<file path="config.mk">
export PLATFORM = sky130hd
export DESIGN_NAME = frame_checker_xor_fold
export DESIGN_NICKNAME = d
export VERILOG_FILES = /design/src/sv/fcx_pkg.sv /design/src/sv/fcx_queue.sv /design/src/sv/fcx_front.sv /design/src/sv/fcx_back.sv /design/src/sv/frame_checker_xor_fold.sv
export SDC_FILE = /design/constraint.sdc
export NUM_CORES = 1
export LEC_CHECK = 0
export BUFFER_PORTS_ARGS = -buffer_cell sky130_fd_sc_hd__buf_2
export CAP_MARGIN = 20
export CORE_MARGIN = 2
export CORE_UTILIZATION = 54
export DETAILED_ROUTE_END_ITERATION = 12
export PLACE_DENSITY = 0.76
export SYNTH_ARGS = -nofsm -noshare
export SYNTH_HDL_FRONTEND = slang
export SYNTH_SLANG_ARGS = --single-unit
</file>
<file path="constraint.sdc">
create_clock -name clock -period 7.8 [get_ports clock]
set_clock_uncertainty 0.05 [all_clocks]
set_input_delay 1.56 -clock clock [delete_from_list [all_inputs] [get_ports clock]]
set_output_delay 1.56 -clock clock [all_outputs]
set_load 0.1 [all_outputs]
</file>
<file path="src/sv/fcx_pkg.sv">
package fcx_pkg;

   // Byte lanes of the 32-bit fold and the bits needed to name one
   localparam int unsigned LANES  = 4;
   localparam int unsigned LANE_W = $clog2(LANES);

   localparam logic [15:0] HEADER_BYTES_RESET = 16'd8;
   localparam logic [15:0] MAX_FRAME_RESET    = 16'd8192;

   // Default depth of the job queue between front and back
   localparam int unsigned QUEUE_DEPTH = 4;

   localparam logic OP_HEADER = 1'b0;
   localparam logic OP_BODY   = 1'b1;

   localparam logic CSR_HEADER_BYTES = 1'b0;
   localparam logic CSR_MAX_FRAME    = 1'b1;

   typedef enum logic [1:0] {
      STATUS_GOOD     = 2'd0,
      STATUS_FRAMING  = 2'd1,
      STATUS_MISMATCH = 2'd2
   } status_type;

   typedef enum logic [1:0] {
      JOB_START   = 2'd0,
      JOB_FOLD    = 2'd1,
      JOB_FRAMING = 2'd2
   } job_kind_type;

   typedef struct packed {
      logic        operation;
      logic [15:0] frame_size;
      logic [15:0] packet_id;
      logic [31:0] expected_sum;
      logic [7:0]  data_byte;
   } req_type;

   typedef struct packed {
      status_type  status;
      logic [15:0] result_id;
      logic [31:0] computed_sum;
   } rsp_type;

   typedef struct packed {
      job_kind_type      kind;
      logic              last;
      logic [15:0]       id;
      logic [31:0]       sum;
      logic [7:0]        data;
      logic [LANE_W-1:0] lane;
   } job_type;

endpackage

</file>
<file path="src/sv/fcx_queue.sv">
module fcx_queue #(
   parameter int unsigned DEPTH = fcx_pkg::QUEUE_DEPTH
) (
   input  logic             clock,
   input  logic             reset,
   input  logic             push_valid,
   output logic             push_ready,
   input  fcx_pkg::job_type push_data,
   output logic             pop_valid,
   input  logic             pop_ready,
   output fcx_pkg::job_type pop_data
);

   localparam int unsigned PTR_W = (DEPTH > 1) ? $clog2(DEPTH) : 1;
   localparam int unsigned CNT_W = $clog2(DEPTH + 1);

   fcx_pkg::job_type slot_ff [DEPTH];
   logic [PTR_W-1:0] wr_ptr_ff, wr_ptr_in;
   logic [PTR_W-1:0] rd_ptr_ff, rd_ptr_in;
   logic [CNT_W-1:0] count_ff, count_in;
   logic             do_push, do_pop;

   assign push_ready = (count_ff != CNT_W'(DEPTH));
   assign pop_valid  = (count_ff != '0);
   assign pop_data   = slot_ff[rd_ptr_ff];
   assign do_push    = push_valid && push_ready;
   assign do_pop     = pop_valid && pop_ready;

   always_comb begin
      wr_ptr_in = wr_ptr_ff;
      rd_ptr_in = rd_ptr_ff;
      count_in  = count_ff;
      if (do_push) begin
         wr_ptr_in = (wr_ptr_ff == PTR_W'(DEPTH - 1)) ? '0 : wr_ptr_ff + 1'b1;
      end
      if (do_pop) begin
         rd_ptr_in = (rd_ptr_ff == PTR_W'(DEPTH - 1)) ? '0 : rd_ptr_ff + 1'b1;
      end
      if (do_push && !do_pop) begin
         count_in = count_ff + 1'b1;
      end else if (do_pop && !do_push) begin
         count_in = count_ff - 1'b1;
      end
   end

   always_ff @(posedge clock) begin
      if (reset) begin
         wr_ptr_ff <= '0;
         rd_ptr_ff <= '0;
         count_ff  <= '0;
      end else begin
         wr_ptr_ff <= wr_ptr_in;
         rd_ptr_ff <= rd_ptr_in;
         count_ff  <= count_in;
      end
   end

   always_ff @(posedge clock) begin
      if (do_push) begin
         slot_ff[wr_ptr_ff] <= push_data;
      end
   end

endmodule

</file>
<file path="src/sv/fcx_front.sv">
module fcx_front (
   input  logic             clock,
   input  logic             reset,
   input  logic             req_valid,
   output logic             req_ready,
   input  fcx_pkg::req_type req_data,
   input  logic             csr_valid,
   output logic             csr_ready,
   input  logic             csr_index,
   input  logic [15:0]      csr_data,
   output logic             job_valid,
   input  logic             job_ready,
   output fcx_pkg::job_type job_data
);

   localparam int unsigned LW = fcx_pkg::LANE_W;

   logic        closed_ff, closed_in;
   logic        in_body_ff, in_body_in;
   logic [15:0] body_len_ff, body_len_in;
   logic [15:0] idx_ff, idx_in;
   logic [15:0] header_bytes_ff, max_frame_ff;

   logic        accept;
   logic [15:0] new_len;
   logic [15:0] next_idx;
   logic [15:0] whole_end;

   assign req_ready = job_ready;
   assign csr_ready = 1'b1;
   assign accept    = req_valid && job_ready;
   assign new_len   = req_data.frame_size - header_bytes_ff;
   assign next_idx  = idx_ff + 16'd1;
   assign whole_end = {body_len_ff[15:LW], LW'(0)};

   always_comb begin
      closed_in     = closed_ff;
      in_body_in    = in_body_ff;
      body_len_in   = body_len_ff;
      idx_in        = idx_ff;
      job_valid     = 1'b0;
      job_data.kind = fcx_pkg::JOB_FOLD;
      job_data.last = 1'b0;
      job_data.id   = req_data.packet_id;
      job_data.sum  = req_data.expected_sum;
      job_data.data = req_data.data_byte;
      job_data.lane = '0;
      if (accept && !closed_ff) begin
         if (req_data.operation == fcx_pkg::OP_HEADER) begin
            if (!in_body_ff) begin
               job_valid = 1'b1;
               priority if (req_data.frame_size < header_bytes_ff ||
                            req_data.frame_size > max_frame_ff) begin
                  job_data.kind = fcx_pkg::JOB_FRAMING;
                  closed_in     = 1'b1;
               end else begin
                  job_data.kind = fcx_pkg::JOB_START;
                  job_data.last = (new_len == 16'd0);
                  body_len_in   = new_len;
                  idx_in        = 16'd0;
                  in_body_in    = (new_len != 16'd0);
               end
            end
         end else if (in_body_ff) begin
            job_valid     = 1'b1;
            job_data.kind = fcx_pkg::JOB_FOLD;
            job_data.lane = (idx_ff < whole_end) ? idx_ff[LW-1:0] : '0;
            idx_in        = next_idx;
            if (next_idx >= body_len_ff) begin
               job_data.last = 1'b1;
               in_body_in    = 1'b0;
            end
         end
      end
   end

   always_ff @(posedge clock) begin
      if (reset) begin
         closed_ff       <= 1'b0;
         in_body_ff      <= 1'b0;
         body_len_ff     <= 16'd0;
         idx_ff          <= 16'd0;
         header_bytes_ff <= fcx_pkg::HEADER_BYTES_RESET;
         max_frame_ff    <= fcx_pkg::MAX_FRAME_RESET;
      end else begin
         closed_ff   <= closed_in;
         in_body_ff  <= in_body_in;
         body_len_ff <= body_len_in;
         idx_ff      <= idx_in;
         if (csr_valid) begin
            unique case (csr_index)
               fcx_pkg::CSR_HEADER_BYTES: header_bytes_ff <= csr_data;
               fcx_pkg::CSR_MAX_FRAME:    max_frame_ff    <= csr_data;
            endcase
         end
      end
   end

endmodule

</file>
<file path="src/sv/fcx_back.sv">
module fcx_back (
   input  logic             clock,
   input  logic             reset,
   input  logic             job_valid,
   output logic             job_ready,
   input  fcx_pkg::job_type job_data,
   output logic             rsp_valid,
   input  logic             rsp_ready,
   output fcx_pkg::rsp_type rsp_data
);

   logic             closed_ff, closed_in;
   logic [31:0]      acc_ff, acc_in;
   logic [15:0]      held_id_ff, held_id_in;
   logic [31:0]      held_sum_ff, held_sum_in;
   logic             rsp_valid_ff, rsp_valid_in;
   fcx_pkg::rsp_type rsp_data_ff, rsp_data_in;

   logic        take;
   logic [31:0] shifted;
   logic [31:0] fold_val;
   logic [31:0] sum_ref;
   logic [15:0] id_ref;

   assign job_ready = !rsp_valid_ff || rsp_ready;
   assign take      = job_valid && job_ready;
   assign rsp_valid = rsp_valid_ff;
   assign rsp_data  = rsp_data_ff;

   assign shifted  = 32'(job_data.data) << {job_data.lane, 3'b000};
   assign fold_val = (job_data.kind == fcx_pkg::JOB_START) ? 32'd0 : (acc_ff ^ shifted);
   assign sum_ref  = (job_data.kind == fcx_pkg::JOB_START) ? job_data.sum : held_sum_ff;
   assign id_ref   = (job_data.kind == fcx_pkg::JOB_START) ? job_data.id : held_id_ff;

   always_comb begin
      closed_in    = closed_ff;
      acc_in       = acc_ff;
      held_id_in   = held_id_ff;
      held_sum_in  = held_sum_ff;
      rsp_valid_in = rsp_valid_ff && !rsp_ready;
      rsp_data_in  = rsp_data_ff;
      if (take && !closed_ff) begin
         unique case (job_data.kind)
            fcx_pkg::JOB_FRAMING: begin
               rsp_valid_in             = 1'b1;
               rsp_data_in.status       = fcx_pkg::STATUS_FRAMING;
               rsp_data_in.result_id    = job_data.id;
               rsp_data_in.computed_sum = 32'd0;
               closed_in                = 1'b1;
            end
            fcx_pkg::JOB_START, fcx_pkg::JOB_FOLD: begin
               acc_in      = fold_val;
               held_id_in  = id_ref;
               held_sum_in = sum_ref;
               if (job_data.last) begin
                  rsp_valid_in             = 1'b1;
                  rsp_data_in.result_id    = id_ref;
                  rsp_data_in.computed_sum = fold_val;
                  if (fold_val == sum_ref) begin
                     rsp_data_in.status = fcx_pkg::STATUS_GOOD;
                  end else begin
                     rsp_data_in.status = fcx_pkg::STATUS_MISMATCH;
                     closed_in          = 1'b1;
                  end
               end
            end
            default: begin
               closed_in = closed_ff;
            end
         endcase
      end
   end

   always_ff @(posedge clock) begin
      if (reset) begin
         closed_ff    <= 1'b0;
         rsp_valid_ff <= 1'b0;
      end else begin
         closed_ff    <= closed_in;
         rsp_valid_ff <= rsp_valid_in;
      end
   end

   always_ff @(posedge clock) begin
      acc_ff      <= acc_in;
      held_id_ff  <= held_id_in;
      held_sum_ff <= held_sum_in;
      rsp_data_ff <= rsp_data_in;
   end

endmodule

</file>
<file path="src/sv/frame_checker_xor_fold.sv">
// Channel   Direction  Handshake              Payload
// req       in         req_valid/req_ready    fcx_pkg::req_type (header item or body byte)
// rsp       out        rsp_valid/rsp_ready    fcx_pkg::rsp_type (verdict of one packet)
// csr       in         csr_valid/csr_ready    csr_index, csr_data (header_bytes, max_frame_bytes)
//
// One item per cycle sustained while rsp is not stalled; the verdict for the last req
// transfer of a packet passes the job queue and then the output register before it
// is on rsp. The front is combinational.
// Reset is synchronous and active high; it restores header_bytes to 8 and
// max_frame_bytes to 8192 and empties the queue. No clearing pass is needed.
// A stall on rsp holds the output register; the queue then fills and req_ready
// drops only once QUEUE_DEPTH jobs wait. csr_ready is always high.
module frame_checker_xor_fold #(
   parameter int unsigned QUEUE_DEPTH = fcx_pkg::QUEUE_DEPTH
) (
   input  logic             clock,
   input  logic             reset,
   input  logic             req_valid,
   output logic             req_ready,
   input  fcx_pkg::req_type req_data,
   output logic             rsp_valid,
   input  logic             rsp_ready,
   output fcx_pkg::rsp_type rsp_data,
   input  logic             csr_valid,
   output logic             csr_ready,
   input  logic             csr_index,
   input  logic [15:0]      csr_data
);

   // Jobs from the classifier into the queue
   logic             push_valid;
   logic             push_ready;
   fcx_pkg::job_type push_data;

   // Jobs from the queue into the fold engine
   logic             pop_valid;
   logic             pop_ready;
   fcx_pkg::job_type pop_data;

   // Front: classify each transfer against the framing state, drop what is ignored
   fcx_front u_front (
      .clock     (clock),
      .reset     (reset),
      .req_valid (req_valid),
      .req_ready (req_ready),
      .req_data  (req_data),
      .csr_valid (csr_valid),
      .csr_ready (csr_ready),
      .csr_index (csr_index),
      .csr_data  (csr_data),
      .job_valid (push_valid),
      .job_ready (push_ready),
      .job_data  (push_data)
   );

   // Short queue: let front and back stall independently
   fcx_queue #(
      .DEPTH (QUEUE_DEPTH)
   ) u_queue (
      .clock      (clock),
      .reset      (reset),
      .push_valid (push_valid),
      .push_ready (push_ready),
      .push_data  (push_data),
      .pop_valid  (pop_valid),
      .pop_ready  (pop_ready),
      .pop_data   (pop_data)
   );

   // Back: fold bytes, compare at the last one and hold the verdict for rsp.
   // A checksum mismatch closes the back; jobs queued after it are dropped there.
   fcx_back u_back (
      .clock     (clock),
      .reset     (reset),
      .job_valid (pop_valid),
      .job_ready (pop_ready),
      .job_data  (pop_data),
      .rsp_valid (rsp_valid),
      .rsp_ready (rsp_ready),
      .rsp_data  (rsp_data)
   );

endmodule

</file>
Word-level counts from Yosys, hierarchy flattened
Memory sizes are Yosys's and may differ from the RTL's. A register that Yosys moved wholly into a read port is not among the register bits. Cells that the tools add are included.

Magnitude comparators: 4. Shift-type cells: 1. Muxes and demuxes: 44. Equal/unequal tests: 11. Add/subtract/negate cells: 6. Bitwise operators: 5. Reductions and logical operators: 31.

Operators with widths (number): $pmux 50 s2 (1); $mux 16 (5); $mux 32 (2); $mux 50 (1); $eq 32x32->1 (1); $lt 16x16->1 (2); $shl 8x5->32 (1); $xor 32x32->32 (1); $mux 2 (10); $mux 1 (18); $add 16x1->16 const B (1); $ge 16x16->1 (1); $gt 16x16->1 (1); $logic_not 16->1 (1); $reduce_and 4->1 (4); $reduce_bool 16->1 (1); $sub 16x16->16 (1); $mux 3 (5); $logic_and 1x1->1 (8); $ne 2x2->1 const B (4); $eq 2x2->1 const B (3); $logic_not 1->1 (6); $reduce_and 2->1 (3); $add 2x1->2 const B (2); 13 further kinds (19).

Memory bits (writable): 244. Memories kept: 1. Flip-flop bits (word level): 205. Word-level logic and storage cells: 120.

Memory list: u_queue.slot_ff (words 4, bits a word 61, rd ports 1, clocked after Yosys merged registers in 1, wr ports 1, line fcx_queue.sv:17) `fcx_pkg::job_type slot_ff [DEPTH];`.

Logic depth before layout (Yosys ltp)
Depth after elaboration: 9. Mapped depth: 15.

By module
Synthesis repeated with hierarchy kept, for this count alone.

Cell total of the unflattened synthesis: 1491. Area, all modules: 21131.5 µm².

By module, submodules not included: fcx_queue (cells each 367, area each 9253.9 µm², instances 1); fcx_back (cells each 443, area each 6567.5 µm², instances 1); fcx_front (cells each 681, area each 5310.1 µm², instances 1).

Worst setup path before layout
Ideal clock, no wire load.

Kind: input to register. From: input port rsp_ready. To: register u_back.acc_ff[0], enable pin. Slack: -148 ps. Setup time: 616 ps. Stages on the path: 3. Data required time: 7134 ps. Data arrival time: 7282 ps. Cells stage by stage: nand2b_1 > o31ai_1 > nor3_1.

Cells in the longest elaborated chain, start to end: 4.

RTL lines: start, declared (line frame_checker_xor_fold.sv:22) `input logic rsp_ready,`; $logic_or 1x1->1 (line fcx_back.sv:25) `assign job_ready = !rsp_valid_ff || rsp_ready;`; $logic_and 1x1->1 (line fcx_back.sv:26) `assign take = job_valid && job_ready;`; $logic_and 1x1->1 (line fcx_back.sv:42) `if (take && !closed_ff) begin`; $reduce_and 2->1 (no line); end signal, assigned (line fcx_back.sv:85) `acc_ff <= acc_in;`; end, declared (line fcx_back.sv:13) `logic [31:0] acc_ff, acc_in;`.

No other way between the ends. A chain may end at the register's enable or synchronous reset.

==> results.md <==
- Syn_area_per_cell: roughly 14 um^2
- Vias in the first global route: between 10000 and 15000
- Crit Path Max Fanout: 56
- # H-tree levels: 2
- Initial antenna violation count: 8
- Post-Syn Nets: ~1600
- R2R depth: 10
- RSZ-0062 raised after global routing: no
- CP Launch Type: flip-flop
- PortBufs: around 150
- Slew headroom: between 30 and 40%
- Worst-Margin Slew: 985 ps
- P_int: 5.53 mW
- Status: completed
- Cell variety after synth: 57
- Total Wirelength: just over 40000 um
- Worst setup margin: ~2500 ps
- Min-delay worst type: flip-flop to flip-flop
- Fin crit share: between 60 and 70%
- Gr usage total: ~22%
- Antenna Nets Post-Route: 0
- CP peak stage delay: slightly below 800 ps
- Main synth FF type: edfxtp_1
- Residual DRC count: 0
- Reg clk slew, reported paths: about 60 ps
- Post-synth EDFFs: about 370
- GRT overflow: 0
- Largest net degree at the start of global routing: 76
- Hpwl dp: around 27000 um
- Switch Pwr: ~3.5 mW
- Sequential power share: slightly below 40%
- Boundary Pins: around 150
- CP required: roughly 8000 ps
- Post-layout min period: approximately 5300 ps
- Worst skew pair latency: 560 ps
- Layout cells sized above 1: between 20% and 30%
- DIE HEIGHT: 195 um
- WS Path Type: flip-flop to flip-flop
- VDD IR-drop max: between 0.2 and 0.25 mV
- Clk buf depth: 3
- Vias: 11800
- Number of max-cap violations: 0
- Mapped Area: slightly below 20000 um^2
- Fin. max-slew vios: 0
- Cells along the critical path: buf_4, mux4_2, nor2_4, buf_4, mux2_2, xor2_1, nor4_1, nand4_1, nor3_1, nor2_1
- Die span in x: 195 um
- Clock network power share: between 20% and 30%
- Drt wl/cell: approximately 20 um
- Setup TNS: 0 ps
- Finished Layout Cells: between 2000 and 2500
- R2r setup slk: ~2500 ps
- Yosys warnings: 0
- Area delta synth->final: 13.7%
- Clock Sinks: 451
- Critical Path End Type: flip-flop
- CP arrival: ~5500 ps
- Most frequent cells in the layout: edfxtp_1, buf_2, nor2_1, nand2_1, xor2_1
- Post-DR vias/cell: about 5.7
- Commonest non-fill, non-tap cell in the layout: edfxtp_1
- Die area: between 30000 and 40000 um^2
- Final setup viols: 0
- Leakage Power: ~8 nW
- TritonCTS clock tree: built
- CP most frequent cell: buf_4
- Final Hold Fails: 0
- Synth Instances: ~1400
- Gpl congestion: between 0.8 and 0.9
- Post-CTS setup buffer count: 0
- Number of DRC markers in iteration 0: around 1000
- TritonRoute pass-1 iters: 6
- CP max stage cell: dfxtp_2
- Final Net Count: ~1700
- DP Worst Slack: about 2600 ps
- Std cell rows: between 60 and 70
- Fmax: about 0.19 GHz
- Design Power: ~9.0 mW
- CP Capture Point: u_back.rsp_data[49]$_SDFFCE_PP0P_
- Starting Density: a little under three fifths
- Seq/Total Area, Yosys: ~65%
- Number of cells after detailed placement: 1969
- Pwr/cell area: slightly above 400 nW/um^2
- Core ar.: between 30000 and 40000 um^2
- Combinational share of power: 37.5%
- Clk root buf: clkbuf_16
- Cts repair resizes: 0
- Synth Register Bits: between 400 and 500
- Ys async rst share: 0%
- CTS Buf Count: between 40 and 50
- Sw Ratio: 38.8%
- Hold Buf Count CTS: 0
- First-pass GRT wire length: around 65000 um
- Reg2reg end: u_back.rsp_data[49]$_SDFFCE_PP0P_
-- area by class of cell --
| type | instances | area, um^2 |
|---|---|---|
| inverter | 62 | 233 |
| antenna | 6 | 15.0 |
| fill | 2611 | 13400 |
| clock inverter | 22 | 258 |
| multi-input combinational | 834 | 6480 |
| sequential | 451 | 12800 |
| tap | 461 | 577 |
| clock buffer | 59 | 1180 |
| timing repair buffer | 162 | 863 |
-- power groups by stage --
stage	clock (mW)	combinational (mW)	sequential, mW
global route	2.25	3.62	3.59
finish	2.11	3.39	3.54
CTS	2.15	3.40	3.55
global placement	0	3.31	3.57
floorplan	0	1.78	4.43
detailed placement	0	3.37	3.60
-- stage by stage --
stage | instance area (um^2) | hold slack [ps] | utilization (%)
floorplan | 19700 | 386 | -
global placement | 20900 | 393 | 58.5
detailed placement | 20900 | 397 | 58.5
CTS | 22300 | 405 | 62.5
global route | 22400 | 426 | 62.6
finish | 22400 | 406 | 62.6
-- critical path, delay by kind of cell (launching register included) --
kind / cells / cell delay [ps]
buf+inv: 2 / 1280
mux: 2 / 880
simple gates: 5 / 1730
flops: 1 / 770
xor+xnor: 1 / 180
-- sequential cells by signal, indices dropped and copies added (netlist names), 3 cells and up, named ones only --
register and flops:
u_front.body_len_ff 16, u_back.acc_ff 32, u_back.held_sum_ff 32, u_queue.count_ff 3, u_back.rsp_data 50, u_queue.slot_ff 244, u_front.header_bytes_ff 16, u_front.max_frame_ff 16
u_back.held_id_ff 16, u_front.idx_ff 16
-- worst min path at each step --
stage	startpoint	to	slack [ps]	depth (start not counted)
after floorplan	u_front.body_len_ff[10]$_SDFFE_PP0P_	u_front.body_len_ff[10]$_SDFFE_PP0P_	390	2
after global placement	u_front.header_bytes_ff[4]$_SDFFE_PP0P_	u_front.header_bytes_ff[4]$_SDFFE_PP0P_	390	2
after detailed placement	u_front.max_frame_ff[10]$_SDFFE_PP0P_	u_front.max_frame_ff[10]$_SDFFE_PP0P_	400	2
after CTS	u_front.max_frame_ff[10]$_SDFFE_PP0P_	u_front.max_frame_ff[10]$_SDFFE_PP0P_	400	2
after global routing	u_front.max_frame_ff[14]$_SDFFE_PP0P_	u_front.max_frame_ff[14]$_SDFFE_PP0P_	430	2
final	u_front.header_bytes_ff[7]$_SDFFE_PP0P_	u_front.header_bytes_ff[7]$_SDFFE_PP0P_	410	2
-- metal layers --
metal / GRT usage [%] / part of all wire [%] / vias up
met3: 4.58 / 7.2 / 87
met2: 35.9 / 48 / 391
li1: - / - / 5485
met4: 7.58 / 2.6 / 8
met5: 0 / 0.12 / -
met1: 29.9 / 42 / 5810
-- logic make-up (layout without fill, tap and decap cells) --
logic type	count (synthesis)	in the layout	synth area share, %
compound gates	152	152	4.70
xor+xnor	93	93	4.14
fa+ha+maj	71	71	4.59
buf+inv	119	305	2.36
flops	451	451	64.9
mux	125	125	10.5
other cells	1	7	0.0190
simple gates	392	392	8.85
-- synth_stat cells, types with 2 or more instances --
| cell type | n | area (um^2) |
|---|---|---|
| nand2b_1 | 8 | 50.1 |
| xor2_1 | 76 | 666 |
| nor4_1 | 6 | 37.5 |
| inv_1 | 61 | 229 |
| and3_1 | 5 | 31.3 |
| a22oi_1 | 5 | 37.5 |
| nor2b_1 | 10 | 62.6 |
| a21oi_2 | 2 | 17.5 |
| buf_2 | 11 | 55.1 |
| mux2_2 | 52 | 586 |
| a2111oi_0 | 2 | 17.5 |
| nand3_1 | 15 | 75.1 |
| a311oi_1 | 2 | 17.5 |
| or3_1 | 2 | 12.5 |
| o22ai_1 | 2 | 12.5 |
| nand2_1 | 117 | 439 |
| and2_1 | 10 | 62.6 |
| nor3_1 | 47 | 235 |
| o211ai_1 | 3 | 22.5 |
| nand3b_1 | 4 | 30.0 |
| a31oi_1 | 2 | 12.5 |
| o31ai_1 | 3 | 22.5 |
| ha_1 | 69 | 863 |
| nand4_1 | 10 | 62.6 |
| a2bb2oi_1 | 4 | 35.0 |
| or4_1 | 5 | 37.5 |
| nor2_1 | 145 | 544 |
| o21a_1 | 5 | 37.5 |
| mux4_2 | 60 | 1350 |
| a21oi_1 | 73 | 365 |
| buf_1 | 8 | 30.0 |
| a32oi_1 | 2 | 17.5 |
| or2_2 | 3 | 18.8 |
| edfxtp_1 | 374 | 11200 |
| o21ai_0 | 20 | 100 |
| clkbuf_1 | 37 | 139 |
| fa_1 | 2 | 40.0 |
| a21o_1 | 15 | 113 |
| xnor2_1 | 17 | 149 |
| dfxtp_1 | 77 | 1540 |
| a211oi_1 | 5 | 37.5 |
| mux2i_1 | 13 | 130 |
Power figures use the tool's default switching activity.
